$ cat src/sv/assert_macros.svh
// assertion helpers used by the rtl
`ifndef ASSERT_MACROS_SVH
`define ASSERT_MACROS_SVH

// concurrent check on aclk, off while aresetn is low
`define ABB_ASSERT(label, prop, msg) \
    label: assert property (@(posedge aclk) disable iff (!aresetn) prop) \
        else $error(msg);

// concurrent check on aclk that also holds during reset
`define ABB_ASSERT_ALWAYS(label, prop, msg) \
    label: assert property (@(posedge aclk) prop) else $error(msg);

`endif

$ cat src/sv/abb_pkg.sv
package abb_pkg;

    // largest frame dimension and the widths that follow from it
    localparam int MAX_DIM = 4096;
    localparam int POS_W   = $clog2(MAX_DIM);
    localparam int DIM_W   = POS_W + 1;

    localparam int PIX_W   = 32;
    localparam int THR_W   = 8;
    localparam int SHIFT_W = 5;
    localparam int LOSS_W  = 3;

    // configuration port
    localparam int CFG_ADDR_W = 3;
    localparam int CFG_DATA_W = 32;

    localparam logic [CFG_ADDR_W-1:0] REG_FRAME_WIDTH     = 3'd0;
    localparam logic [CFG_ADDR_W-1:0] REG_FRAME_HEIGHT    = 3'd1;
    localparam logic [CFG_ADDR_W-1:0] REG_X_MARGIN        = 3'd2;
    localparam logic [CFG_ADDR_W-1:0] REG_Y_MARGIN        = 3'd3;
    localparam logic [CFG_ADDR_W-1:0] REG_ALPHA_MASK      = 3'd4;
    localparam logic [CFG_ADDR_W-1:0] REG_ALPHA_SHIFT     = 3'd5;
    localparam logic [CFG_ADDR_W-1:0] REG_ALPHA_LOSS      = 3'd6;
    localparam logic [CFG_ADDR_W-1:0] REG_ALPHA_THRESHOLD = 3'd7;

    // register reset values
    localparam logic [DIM_W-1:0]   RST_FRAME_WIDTH  = DIM_W'(640);
    localparam logic [DIM_W-1:0]   RST_FRAME_HEIGHT = DIM_W'(480);
    localparam logic [POS_W-1:0]   RST_X_MARGIN     = '0;
    localparam logic [POS_W-1:0]   RST_Y_MARGIN     = '0;
    localparam logic [PIX_W-1:0]   RST_ALPHA_MASK   = 32'hFF00_0000;
    localparam logic [SHIFT_W-1:0] RST_ALPHA_SHIFT  = 5'd24;
    localparam logic [LOSS_W-1:0]  RST_ALPHA_LOSS   = '0;
    localparam logic [THR_W-1:0]   RST_ALPHA_THRESH = '0;

    // zero maps to one, anything above the limit maps to the limit
    function automatic logic [DIM_W-1:0] clamp_dim(input logic [DIM_W-1:0] d);
        logic [DIM_W-1:0] r;
        if (d == '0) begin
            r = DIM_W'(1);
        end else if (d > DIM_W'(MAX_DIM)) begin
            r = DIM_W'(MAX_DIM);
        end else begin
            r = d;
        end
        return r;
    endfunction

endpackage

$ cat src/sv/alpha_bounding_box_unit.sv
// Opaque pixel bounding box.
// Pixels of one frame enter on s_pixel in raster order with s_valid/s_ready;
// the block counts columns and rows itself. A pixel whose alpha
// ((pixel & mask) >> shift) << loss is above the threshold and that lies
// inside the margin region widens the box. One result per frame leaves on
// the m_ channel after the frame's last pixel: origin, size and found flag.
// Throughput is one pixel per cycle while s_ready is high. After the last
// pixel is taken, it sits in the input register and the evaluation logic
// behind it loads the result register, which drives m_valid, once free.
// If the receiver holds m_ready low, the result stays in the result register
// and pixels keep flowing until the next frame's last pixel, which waits in
// the input register; s_ready then falls until the result is taken.
// Configuration goes through cfg_we/cfg_addr/cfg_wdata, one register per
// cycle, no wait states. Synchronous active-low aresetn restores register
// defaults (640x480, no margins, alpha in bits 31:24, threshold 0) and
// starts a fresh frame with both channels empty.
module alpha_bounding_box_unit
    import abb_pkg::*;
(
    input  logic                  aclk,
    input  logic                  aresetn,

    input  logic                  cfg_we,
    input  logic [CFG_ADDR_W-1:0] cfg_addr,
    input  logic [CFG_DATA_W-1:0] cfg_wdata,

    input  logic                  s_valid,
    output logic                  s_ready,
    input  logic [PIX_W-1:0]      s_pixel,

    output logic                  m_valid,
    input  logic                  m_ready,
    output logic [POS_W-1:0]      m_box_x,
    output logic [POS_W-1:0]      m_box_y,
    output logic [DIM_W-1:0]      m_box_width,
    output logic [DIM_W-1:0]      m_box_height,
    output logic                  m_found
);

    `include "assert_macros.svh"

    // configuration registers
    logic [DIM_W-1:0]   frame_width_reg;
    logic [DIM_W-1:0]   frame_height_reg;
    logic [POS_W-1:0]   x_margin_reg;
    logic [POS_W-1:0]   y_margin_reg;
    logic [PIX_W-1:0]   alpha_mask_reg;
    logic [SHIFT_W-1:0] alpha_shift_reg;
    logic [LOSS_W-1:0]  alpha_loss_reg;
    logic [THR_W-1:0]   alpha_threshold_reg;

    // input stage
    logic               in_valid_reg;
    logic [PIX_W-1:0]   pixel_reg;

    // frame scan state
    logic [POS_W-1:0]   column_count_reg, column_count_next;
    logic [POS_W-1:0]   row_count_reg, row_count_next;
    logic [POS_W-1:0]   least_column_reg, least_column_next;
    logic [POS_W-1:0]   greatest_column_reg, greatest_column_next;
    logic [POS_W-1:0]   least_row_reg, least_row_next;
    logic [POS_W-1:0]   greatest_row_reg, greatest_row_next;
    logic               any_opaque_reg, any_opaque_next;

    // result stage
    logic               out_valid_reg;
    logic [POS_W-1:0]   box_x_reg, box_x_next;
    logic [POS_W-1:0]   box_y_reg, box_y_next;
    logic [DIM_W-1:0]   box_width_reg, box_width_next;
    logic [DIM_W-1:0]   box_height_reg, box_height_next;
    logic               found_reg, found_next;

    logic [DIM_W-1:0]   width_eff;
    logic [DIM_W-1:0]   height_eff;
    logic [PIX_W-1:0]   alpha;
    logic               opaque;
    logic               in_region;
    logic               hit;
    logic               row_end;
    logic               frame_end;
    logic               out_free;
    logic               advance;

    // configuration writes
    always_ff @(posedge aclk) begin
        if (!aresetn) begin
            frame_width_reg     <= RST_FRAME_WIDTH;
            frame_height_reg    <= RST_FRAME_HEIGHT;
            x_margin_reg        <= RST_X_MARGIN;
            y_margin_reg        <= RST_Y_MARGIN;
            alpha_mask_reg      <= RST_ALPHA_MASK;
            alpha_shift_reg     <= RST_ALPHA_SHIFT;
            alpha_loss_reg      <= RST_ALPHA_LOSS;
            alpha_threshold_reg <= RST_ALPHA_THRESH;
        end else if (cfg_we) begin
            unique case (cfg_addr)
                REG_FRAME_WIDTH:     frame_width_reg     <= cfg_wdata[DIM_W-1:0];
                REG_FRAME_HEIGHT:    frame_height_reg    <= cfg_wdata[DIM_W-1:0];
                REG_X_MARGIN:        x_margin_reg        <= cfg_wdata[POS_W-1:0];
                REG_Y_MARGIN:        y_margin_reg        <= cfg_wdata[POS_W-1:0];
                REG_ALPHA_MASK:      alpha_mask_reg      <= cfg_wdata[PIX_W-1:0];
                REG_ALPHA_SHIFT:     alpha_shift_reg     <= cfg_wdata[SHIFT_W-1:0];
                REG_ALPHA_LOSS:      alpha_loss_reg      <= cfg_wdata[LOSS_W-1:0];
                REG_ALPHA_THRESHOLD: alpha_threshold_reg <= cfg_wdata[THR_W-1:0];
                default: ;
            endcase
        end
    end

    // pixel classification and position checks
    always_comb begin
        width_eff  = clamp_dim(frame_width_reg);
        height_eff = clamp_dim(frame_height_reg);
        alpha      = ((pixel_reg & alpha_mask_reg) >> alpha_shift_reg) << alpha_loss_reg;
        opaque     = alpha > PIX_W'(alpha_threshold_reg);
        in_region  = (column_count_reg >= x_margin_reg)
                  && (({1'b0, column_count_reg} + {1'b0, x_margin_reg}) < width_eff)
                  && (row_count_reg >= y_margin_reg)
                  && (({1'b0, row_count_reg} + {1'b0, y_margin_reg}) < height_eff);
        hit        = in_region && opaque;
        row_end    = ({1'b0, column_count_reg} + DIM_W'(1)) >= width_eff;
        frame_end  = row_end && (({1'b0, row_count_reg} + DIM_W'(1)) >= height_eff);
    end

    // handshake: the last pixel of a frame waits for a free result register
    assign out_free = !out_valid_reg || m_ready;
    assign advance  = in_valid_reg && (!frame_end || out_free);
    assign s_ready  = !in_valid_reg || advance;

    // scan state and result update
    always_comb begin
        least_column_next    = least_column_reg;
        greatest_column_next = greatest_column_reg;
        least_row_next       = least_row_reg;
        greatest_row_next    = greatest_row_reg;
        any_opaque_next      = any_opaque_reg;
        column_count_next    = column_count_reg;
        row_count_next       = row_count_reg;

        // widen the box
        if (hit) begin
            if (!any_opaque_reg) begin
                least_column_next    = column_count_reg;
                greatest_column_next = column_count_reg;
                least_row_next       = row_count_reg;
                greatest_row_next    = row_count_reg;
                any_opaque_next      = 1'b1;
            end else begin
                if (column_count_reg < least_column_reg) begin
                    least_column_next = column_count_reg;
                end
                if (column_count_reg > greatest_column_reg) begin
                    greatest_column_next = column_count_reg;
                end
                if (row_count_reg < least_row_reg) begin
                    least_row_next = row_count_reg;
                end
                if (row_count_reg > greatest_row_reg) begin
                    greatest_row_next = row_count_reg;
                end
            end
        end

        // result from the updated box
        if (any_opaque_next) begin
            box_x_next      = least_column_next;
            box_y_next      = least_row_next;
            box_width_next  = {1'b0, greatest_column_next} - {1'b0, least_column_next}
                            + DIM_W'(1);
            box_height_next = {1'b0, greatest_row_next} - {1'b0, least_row_next}
                            + DIM_W'(1);
            found_next      = 1'b1;
        end else begin
            box_x_next      = x_margin_reg;
            box_y_next      = y_margin_reg;
            box_width_next  = '0;
            box_height_next = '0;
            found_next      = 1'b0;
        end

        // raster position, frame end clears the scan state
        if (!row_end) begin
            column_count_next = column_count_reg + POS_W'(1);
        end else if (!frame_end) begin
            column_count_next = '0;
            row_count_next    = row_count_reg + POS_W'(1);
        end else begin
            column_count_next    = '0;
            row_count_next       = '0;
            least_column_next    = '0;
            greatest_column_next = '0;
            least_row_next       = '0;
            greatest_row_next    = '0;
            any_opaque_next      = 1'b0;
        end
    end

    // input register
    always_ff @(posedge aclk) begin
        if (!aresetn) begin
            in_valid_reg <= 1'b0;
        end else if (s_ready) begin
            in_valid_reg <= s_valid;
        end
    end

    always_ff @(posedge aclk) begin
        if (s_ready && s_valid) begin
            pixel_reg <= s_pixel;
        end
    end

    // scan state registers
    always_ff @(posedge aclk) begin
        if (!aresetn) begin
            column_count_reg    <= '0;
            row_count_reg       <= '0;
            least_column_reg    <= '0;
            greatest_column_reg <= '0;
            least_row_reg       <= '0;
            greatest_row_reg    <= '0;
            any_opaque_reg      <= 1'b0;
        end else if (advance) begin
            column_count_reg    <= column_count_next;
            row_count_reg       <= row_count_next;
            least_column_reg    <= least_column_next;
            greatest_column_reg <= greatest_column_next;
            least_row_reg       <= least_row_next;
            greatest_row_reg    <= greatest_row_next;
            any_opaque_reg      <= any_opaque_next;
        end
    end

    // result register
    always_ff @(posedge aclk) begin
        if (!aresetn) begin
            out_valid_reg <= 1'b0;
        end else if (advance && frame_end) begin
            out_valid_reg <= 1'b1;
        end else if (m_ready) begin
            out_valid_reg <= 1'b0;
        end
    end

    always_ff @(posedge aclk) begin
        if (advance && frame_end) begin
            box_x_reg      <= box_x_next;
            box_y_reg      <= box_y_next;
            box_width_reg  <= box_width_next;
            box_height_reg <= box_height_next;
            found_reg      <= found_next;
        end
    end

    assign m_valid      = out_valid_reg;
    assign m_box_x      = box_x_reg;
    assign m_box_y      = box_y_reg;
    assign m_box_width  = box_width_reg;
    assign m_box_height = box_height_reg;
    assign m_found      = found_reg;

    // checks
    `ABB_ASSERT(a_empty_box, out_valid_reg && !found_reg |-> box_width_reg == '0 && box_height_reg == '0, "empty result with nonzero size")
    `ABB_ASSERT(a_found_box, out_valid_reg && found_reg |-> box_width_reg != '0 && box_height_reg != '0, "found result with zero size")
    `ABB_ASSERT(a_box_order, any_opaque_reg |-> least_column_reg <= greatest_column_reg && least_row_reg <= greatest_row_reg, "box bounds out of order")
    `ABB_ASSERT_ALWAYS(a_no_overrun, out_valid_reg && !m_ready && advance |-> !frame_end, "result overwritten before transfer")

endmodule
$ cat config.mk
export PLATFORM = sky130hd
export DESIGN_NAME = alpha_bounding_box_unit
export DESIGN_NICKNAME = d
export VERILOG_FILES = /design/src/sv/abb_pkg.sv /design/src/sv/alpha_bounding_box_unit.sv
export VERILOG_INCLUDE_DIRS = /design/src /design/src/sv
export SDC_FILE = /design/constraint.sdc
export NUM_CORES = 1
export LEC_CHECK = 0
export ABC_CLOCK_PERIOD_IN_PS = 8750
export BUFFER_PORTS_ARGS = -buffer_cell sky130_fd_sc_hd__clkbuf_2
export CAP_MARGIN = 20
export CORE_MARGIN = 2
export CORE_UTILIZATION = 62
export DETAILED_ROUTE_END_ITERATION = 12
export HOLD_SLACK_MARGIN = 0.05
export MAX_ROUTING_LAYER = met4
export PLACE_DENSITY_LB_ADDON = 0.3
export SLEW_MARGIN = 15
export SYNTH_ARGS = -nofsm -noshare
export SYNTH_HDL_FRONTEND = slang
export SYNTH_SLANG_ARGS = --single-unit
$ cat constraint.sdc
create_clock -name aclk -period 8.75 [get_ports aclk]
set_input_delay 2.625 -clock aclk [delete_from_list [all_inputs] [get_ports aclk]]
set_output_delay 2.625 -clock aclk [all_outputs]
set_load 0.005 [all_outputs]
# Word-level counts from Yosys, hierarchy flattened
# Index checks and enable logic that the tools add are counted.
dict set report op_classes {
  n_addsub 10
  n_lt_le_gt_ge 13
  eq_ne 7
  shifts 2
  muxes 34
  n_bitwise 1
  reduce_logical 27
}
# cell n
set op_table {}
lappend op_table {{2-to-1 mux 12 bit} 24}
lappend op_table {{2-to-1 mux 13 bit} 4}
lappend op_table {{AND 32 bit} 1}
lappend op_table {{> comparator 32 x 8 -> 1 bit} 1}
lappend op_table {{left shift 32 x 3 -> 32 bit} 1}
lappend op_table {{>> shifter 32 x 5 -> 32 bit} 1}
lappend op_table {{adder 12 x 1 -> 13 bit (second input constant)} 2}
lappend op_table {{adder 12 x 12 -> 13 bit} 2}
lappend op_table {{adder 13 x 1 -> 13 bit (second input constant)} 2}
lappend op_table {{>= comparator 13 bit} 2}
lappend op_table {{> comparator 13 bit (second input constant)} 2}
lappend op_table {{logical NOT 13 bit} 2}
lappend op_table {{< comparator 13 bit} 2}
lappend op_table {{subtractor 12 x 12 -> 13 bit} 2}
lappend op_table {{adder 12 x 1 -> 12 bit (second input constant)} 2}
lappend op_table {{>= comparator 12 bit} 2}
lappend op_table {{> comparator 12 bit} 2}
lappend op_table {{< comparator 12 bit} 2}
lappend op_table {{AND reduction 2 bit} 9}
lappend op_table {{== test 3 bit (second input constant)} 4}
lappend op_table {{logical AND 1 bit} 8}
lappend op_table {{== test 3 x 2 -> 1 bit (second input constant)} 2}
lappend op_table {{2-to-1 mux 1 bit} 6}
lappend op_table {{== test 3 x 1 -> 1 bit (second input constant)} 1}
lappend op_table {{other kinds (4)} 8}
dict set report word_totals {
  reg_bits 256
  inputBits 72
  output_inout_bits 53
  elab_cells 117
}

# Logic depth before layout (Yosys ltp)
# Gate-level depths: netlist of the first run.
dict set report depth {
  word_depth 11
  mapped_depth 40
}

# Worst setup path before layout of the first run
# OpenSTA, ideal clock, no wires.
dict set report synth_timing {
  path_type {register to register}
  from {reg alpha_shift_reg[2]}
  to {reg box_height_reg[11] (netlist: m_box_height[11]) (data pin)}
  setup_time_ns 0.260
  arrival_ns 6.898
  slack_ns 1.592
  stages_incl_launch_ff 36
  n_path_buf 3
  period_less_slack_ns 7.158
  cell_sequence {dfxtp_1 -> inv_2 -> buf_2 -> buf_1 -> mux4_2 -> mux4_2 -> nor2_1 -> a31o_2 -> mux2i_1 -> o21ai_0 -> o31a_1 -> ha_1 -> a21o_1 -> a21o_1 -> a21oi_1 -> a21oi_1 -> a311o_1 -> nor4_1 -> o211ai_2 -> nand2_1 -> buf_4 -> mux2i_1 -> ha_1 -> ha_1 -> inv_1 -> fa_1 -> nor2b_1 -> o21ai_0 -> a21boi_0 -> o21ai_0 -> a21boi_0 -> o21ai_0 -> a21boi_0 -> o21ai_0 -> a21boi_0 -> nor3_1}
}
dict set report synth_between {
  elab_chain_len 7
  elab_cells_between_ends 9
  classes_between {add/sub (2); order compare (1); shift (2); mux (3); reduce/logical (1)}
}
# item line
set synth_rtl {}
lappend synth_rtl {{from (decl)} alpha_bounding_box_unit.sv:48} ;# logic [SHIFT_W-1:0] alpha_shift_reg;
lappend synth_rtl {{from (signal assigned)} alpha_bounding_box_unit.sv:102} ;# REG_ALPHA_SHIFT: alpha_shift_reg <= cfg_wdata[SHIFT_W-1:0];
lappend synth_rtl {{>> shifter 32 x 5 -> 32 bit *} alpha_bounding_box_unit.sv:114} ;# alpha = ((pixel_reg & alpha_mask_reg) >> alpha_shift_reg) << alpha_loss_reg;
lappend synth_rtl {{left shift 32 x 3 -> 32 bit *} alpha_bounding_box_unit.sv:114}
lappend synth_rtl {{> comparator 32 x 8 -> 1 bit *} alpha_bounding_box_unit.sv:115} ;# opaque = alpha > PIX_W'(alpha_threshold_reg);
lappend synth_rtl {{logical AND 1 bit *} alpha_bounding_box_unit.sv:120} ;# hit = in_region && opaque;
lappend synth_rtl {{2-to-1 mux 12 bit} alpha_bounding_box_unit.sv:141} ;# if (hit) begin
lappend synth_rtl {{subtractor 12 x 12 -> 13 bit} alpha_bounding_box_unit.sv:170} ;# box_height_next = {1'b0, greatest_row_next} - {1'b0, least_row_next}
lappend synth_rtl {{adder 13 x 1 -> 13 bit} alpha_bounding_box_unit.sv:171} ;# + DIM_W'(1);
lappend synth_rtl {{to (signal assigned)} alpha_bounding_box_unit.sv:250} ;# box_height_reg <= box_height_next;
lappend synth_rtl {{to (decl)} alpha_bounding_box_unit.sv:70} ;# logic [DIM_W-1:0] box_height_reg, box_height_next;
# Mark *: on every way between the ends. The rest lies on a longest branch, timed or not.
# A chain may end at the register's enable or synchronous reset.

# Worst setup path after layout of the first run
dict set report layout_timing {
  from {reg alpha_shift_reg[2]}
  to {reg box_width_reg[12] (netlist: m_box_width[12]) (data pin)}
}
dict set report layout_between {
  elab_chain_len 7
  elab_cells_between_ends 9
  classes_between {add/sub (2); order compare (1); shift (2); mux (3); reduce/logical (1)}
}
# item line
set layout_rtl {}
lappend layout_rtl {{>> shifter 32 x 5 -> 32 bit *} alpha_bounding_box_unit.sv:114}
lappend layout_rtl {{left shift 32 x 3 -> 32 bit *} alpha_bounding_box_unit.sv:114}
lappend layout_rtl {{> comparator 32 x 8 -> 1 bit *} alpha_bounding_box_unit.sv:115}
lappend layout_rtl {{logical AND 1 bit *} alpha_bounding_box_unit.sv:120}
lappend layout_rtl {{2-to-1 mux 12 bit} alpha_bounding_box_unit.sv:141}
lappend layout_rtl {{subtractor 12 x 12 -> 13 bit} alpha_bounding_box_unit.sv:168} ;# box_width_next = {1'b0, greatest_column_next} - {1'b0, least_column_next}
lappend layout_rtl {{adder 13 x 1 -> 13 bit} alpha_bounding_box_unit.sv:169} ;# + DIM_W'(1);
lappend layout_rtl {{to (signal assigned)} alpha_bounding_box_unit.sv:249} ;# box_width_reg <= box_width_next;
lappend layout_rtl {{to (decl)} alpha_bounding_box_unit.sv:69} ;# logic [DIM_W-1:0] box_width_reg, box_width_next;
# Marked as above.

==> results of run 1 <==
## cells in the mapped netlist, drive strengths merged (10+ instances only)
cell type | n | share of area (%)
nor2 | 142 | 2.9
ha | 200 | 14
clkbuf | 67 | 1.4
o21ai | 66 | 1.8
a21oi | 91 | 2.5
o2111ai | 11 | 0.52
a21boi | 102 | 4.1
dfxtp | 173 | 19
nand2b | 19 | 0.64
xnor2 | 34 | 1.6
o21a | 13 | 0.53
a211oi | 11 | 0.45
buf | 37 | 1.3
a221o | 26 | 1.4
and3 | 17 | 0.57
and2 | 26 | 0.88
mux4 | 32 | 3.9
a21o | 36 | 1.5
edfxtp | 83 | 13
nand3 | 88 | 2.4
o221ai | 13 | 0.62
o22ai | 59 | 2.0
nand4 | 20 | 0.68
xor2 | 17 | 0.80
a31oi | 10 | 0.34
nor2b | 35 | 1.2
mux2i | 51 | 2.8
nand2 | 317 | 6.4
inv | 157 | 3.2
nor3 | 40 | 1.1
## cell usage in the layout (no fill, tap or decap), types with 51 or more instances in the layout
cell type / instances
ha_1: 200
nand3_1: 88
o22ai_1: 59
a21oi_1: 88
inv_1: 153
o21ai_0: 66
mux2i_1: 51
nor2_1: 141
a21boi_0: 100
dfxtp_1: 169
edfxtp_1: 83
clkbuf_2: 123
nand2_1: 317
## critical path, delay by kind of cell (launching register included)
kind	cells	cell delay [ns]
fa+ha+maj	3	0.82
flops	1	0.36
compound gates	17	3.48
buf+inv	4	1.08
mux	2	1.12
xor+xnor	1	0.19
simple gates	5	0.82
## power groups by stage
stage | Clock (uW) | Sequential [uW] | Combinational [uW]
detailed placement | 0 | 1300 | 476
floorplan | 0 | 1290 | 341
finish | 1250 | 1270 | 502
global placement | 0 | 1300 | 468
CTS | 1250 | 1270 | 480
global route | 1300 | 1280 | 533
## through the flow
stage          worst slack (ns)  hold slack, ns  instances
3_3_place_gp             0.8818          0.4533       2587
6_report                 0.5822          0.4698       2644
3_5_place_dp             0.6483          0.4609       2588
5_1_grt                 0.03652          0.4967       2644
4_1_cts                  0.4780          0.4721       2642
2_1_floorplan             1.592          0.4429       2135
## how the worst max path moves through the flow
stage / end / cells after the start / startpoint / slack (ns)
2_1_floorplan: m_box_height[11] / 35 / alpha_shift_reg[2] / 1.59
3_3_place_gp: m_box_height[11] / 39 / column_count_reg[1] / 0.88
3_5_place_dp: m_box_width[11] / 33 / alpha_shift_reg[1] / 0.65
4_1_cts: m_box_height[11] / 39 / column_count_reg[1] / 0.48
5_1_grt: m_box_width[11] / 33 / alpha_shift_reg[0] / 0.04
6_report: m_box_width[12] / 32 / alpha_shift_reg[2] / 0.58
## logic make-up (layout without fill, tap and decap cells)
group                    Yosys count  count (layout)
AO/OA/AOI/OAI                    524             524
XOR/XNOR                          51              51
adder cells (fa/ha/maj)          204             204
buffers and inverters            263             382
flip-flops                       256             256
multiplexers                      90              90
AND/OR/NAND/NOR                  747             747
## repair_timing
action | CTS | global route
resized for setup | 0 | 8
setup endpoints to repair | 0 | 3
endpoints found under the hold margin | 0 | 0
## metal layers
metal	GRT usage (%)	share of wire [%]	vias up	routed length, um
li1	-	-	7890	-
met1	52.30	44	8094	25090
met2	55.57	44	841	24930
met3	6.615	9.4	137	5411
met4	10.95	3.2	0	1840
met5	-	0	-	0
## area by class of cell
cell class                      count  area, um2
Fill cell                        2366       8985
Clock buffer                       38      820.8
Inverter                          159      596.8
Timing Repair Buffer              169      954.7
Sequential cell                   256       5961
Tap cell                          390      488.0
Multi-Input combinational cell   1616      11520
Clock inverter                     16      153.9
==> impl_metrics.toml, run 1 <==
[detailed_routing]
dr.pass1.iters = 7
avgRoutedWirePerCell_um = 21.66
ant_nets = 0
drc = 0
vias = 16960
finalWirelength_um = 57280
drtIter0Drc = 1897
vias_per_cell = 6.415

[critical_path]
cp-start-kind = "flip-flop"
critPathKind = "reg -> reg"
cp_common_cell = "a21oi_1"
critPathSlowestCell = "mux4_2"
r2r_end = "m_box_width[12]"
cp.arrival_ns = 8.47
slowest_delay_ns = 0.60
crit_required_ns = 9.05
worstRegToRegCells = 32
worst_setup_path_end_kind = "flip-flop"
ff2ff_setup_slack_ns = 0.58
r2r-start = "alpha_shift_reg[2]"
worstPathMaxFanout = 15

[die]
num_rows = 63
coreArea_um2 = 29480
die_h_um = 176.7
initial_utilization_pct = 62.76
dieArea_um2 = 31240
die_x_um = 176.7
ioPinCount = 125

[timing]
tightest_slew_ns = 1.155
finalSetupTns_ns = 0
final_max_slew_viol_count = 0
fmax_ghz = 0.1224
worst_clock_skew_ns = 0.01665
period_share_pct = 93.35
rsz0062_at_grt = "false"
fin_crit_ns = 8.168
setup_viol = 0
relSlewSlack_pct = 22.97
hold_viol_final = 0

[power]
power.switching_uw = 873.3
p_total_uw = 3021
ir_drop_v = 0.0001668
switching_share_pct = 28.91
p_comb_share_pct = 16.6
power.leakage_uw = 0.008380
pwr-share-seq_pct = 42.2
powerDensity_nw_per_um2 = 147.4
clkPwrFrac_pct = 41.2
internal-power_uw = 2148

[worst_hold_path]
hold_depth = 2
min_from = "alpha_threshold_reg[1]"
worstHoldEndpoint = "alpha_threshold_reg[1]"
min_path_type = "reg -> reg"

[grt]
grt_pass1_vias = 16170
antenna_found_initial = 0
grt_pass1_wl_um = 89570
grt_max_degree = 97
grt.overflow.total = 0
track_usage_pct = 37.42

[placed_design]
io_buffer_count = 124
dp_hpwl_um = 42750
gp_congestion = 1.031
dpl-instance-area_um2 = 19480

[yosys]
synthAdderAreaFrac_pct = 13.96
synthCells = 2135
async_flop_share_pct = 0
synth_compound_area_share_pct = 20.13
synth_seq_area_share_pct = 32.19
yosysUniqueCellTypes = 81
synthMuxAreaShare_pct = 7.081
synth_edf_count = 83
syn_nets = 2411
synth_warnings = 0
synth-xor-area-share_pct = 2.414
synthSimpleGateAreaFrac_pct = 18.39
syn_avg_cell_area_um2 = 8.666
synth_top_family_by_area = "compound AO/OA/AOI/OAI gates"
synth-main-ff-cell = "dfxtp_1"
mappedNetlistArea_um2 = 18500
ys_seq_elements = 256

[clock_network]
path_clk_slew_ns = 0.06
cts_buffers = 29
hold_buffers = 0
clock_sinks = 256
clockRootBuffer = "clkbuf_16"
clk_latency_ns = 0.57
post_cts_buffers = 0
cts-htree-levels = 1
cts_tree = "built"
clockBufferDepth = 3

[finish]
syn2layout_area_growth_pct = 10.78
nets = 2507
utilization_pct = 69.52
final_area_um2 = 20500
diodes = 0
post_route_cells_drive_above_1_share_pct = 13.18

[job]
cap_violations = 0

[outcome]
status = "completed"
(Power assumes the default switching activity.)
==> inputs of run 2 (changes only) <==
- RECOVER_POWER: default -> 25
==> impl_metrics.toml, run 2 (synthesis results as in run 1) <==
[critical_path]
crit_buf_inv = 4
r2r_end = "m_box_width[12]"
r2r-start = "alpha_shift_reg[2]"
cp-start-kind = "flip-flop"
crit_required_ns = 9.05
worstRegToRegCells = 32
critPathKind = "reg -> reg"
critPathSlowestCell = "mux4_2"
ff2ff_setup_slack_ns = 0.58
slowest_delay_ns = 0.61
crit_start = "alpha_shift_reg[2]"
worstPathMaxFanout = 15
worst_setup_path_end_kind = "flip-flop"
cp.arrival_ns = 8.47
cp_top_family = "compound AO/OA/AOI/OAI gates"
cp_common_cell = "a21oi_1"

[power]
power.leakage_uw = 0.008367
powerDensity_nw_per_um2 = 147.6
ir_drop_v = 0.0001666
p_total_uw = 3024

[finish]
fin_cells = 2644
final_common_cell = "nand2_1"
diodes = 0
syn2layout_area_growth_pct = 10.73
nets = 2507
post_route_cells_drive_above_1_share_pct = 13.00
mostFrequentLayoutCells = "317 x nand2_1, 200 x ha_1, 169 x dfxtp_1"
fillCellCount = 2372

[clock_network]
clockRootBuffer = "clkbuf_16"
clk_latency_ns = 0.58
path_clk_slew_ns = 0.06
cts-htree-levels = 1
clockBufferDepth = 3
post_cts_buffers = 0
cts_buffers = 29
cts_resized = 0
cts_tree = "built"
hold_buffers = 0
clock_sinks = 256

[grt]
grtUsageMet3_pct = 6.615
grt_busiest_layer = "met2"
grt.met1_usage_pct = 52.30
grt.overflow.total = 0
track_usage_pct = 37.42
grt_pass1_wl_um = 89570
grt.met2_usage_pct = 55.57
grt_max_degree = 97
antenna_found_initial = 0
grt_pass1_vias = 16170

[timing]
final_max_slew_viol_count = 132
period_share_pct = 93.38
fin_crit_ns = 8.170
rsz0062_at_grt = "false"
setup_viol = 0
relSlewSlack_pct = -154.0
hold_viol_final = 0
tightest_slew_ns = 3.810
worst_clock_skew_ns = 0.02105
holdWs_ns = 0.4752
fmax_ghz = 0.1224
finalSetupTns_ns = 0

[job]
cap_violations = 2

[placed_design]
gp_congestion = 1.031
dp_hpwl_um = 42750
io_buffer_count = 124
dp_cells = 2588

[detailed_routing]
ant_nets = 0
drtIter0Drc = 1914
drc = 0
dr.pass1.iters = 7
vias_per_cell = 6.413
avgRoutedWirePerCell_um = 21.66
vias = 16960
finalWirelength_um = 57270

[die]
dieArea_um2 = 31240
num_rows = 63
die_x_um = 176.7
ioPinCount = 125
coreArea_um2 = 29480
initial_utilization_pct = 62.76
die_h_um = 176.7

[outcome]
status = "finished with violations"
violations = "capacitance limit, slew limit"

[worst_hold_path]
worstHoldEndpoint = "alpha_threshold_reg[1]"
hold_depth = 2
min_from = "alpha_threshold_reg[1]"
min_path_type = "reg -> reg"
run 2: changes by cell type in the layout (fill, tap and decap cells not counted), sizes merged:
cell	delta
buf	-2
clkbuf	+2
run 2: worst max path at each step:
stage | endpoint | depth (start not counted)
after global routing | m_box_width[11] | 33
after floorplan | m_box_height[11] | 35
after detailed placement | m_box_width[11] | 33
after CTS | m_box_height[11] | 39
after global placement | m_box_height[11] | 39
final | m_box_width[12] | 32
run 2: through the flow:
stage                     utilization [%]  cell area, um2  worst slack [ns]
after floorplan                         -           18500             1.592
after global placement              66.08           19480            0.8818
after detailed placement            66.09           19480            0.6483
after CTS                           69.40           20460            0.4780
after global routing                69.49           20490           0.03652
final                               69.49           20490            0.5796
run 2: worst register-to-register path, delay by kind of cell (launching register included):
family | cells | cell delay [ns]
compound gates | 17 | 3.48
simple gates | 5 | 0.83
fa+ha+maj | 3 | 0.82
buf+inv | 4 | 1.10
xor+xnor | 1 | 0.19
mux | 2 | 1.13
flops | 1 | 0.36
run 2: final cells by class:
class,instances,area (um2),area share [%]
clock inverter,16,153.9,0.7512
multi-input combinational,1616,11520,56.24
sequential,256,5961,29.10
timing repair buffer,169,944.7,4.611
tap,390,488.0,2.382
inverter,159,596.8,2.913
clock buffer,38,820.8,4.007
run 2: power by group:
group          switching (uW)  internal, uW  total, uW  leakage (uW)
sequential               23.0          1250       1270       0.00223
clock                     523           723       1250      0.000487
combinational             328           176        504       0.00565
run 2: per-layer routing:
layer  vias to the layer above  routed length (um)
met5                         -                   0
li1                       7895                   -
met1                      8080               25180
met3                       125                5302
met4                         0                1741
met2                       856               25050
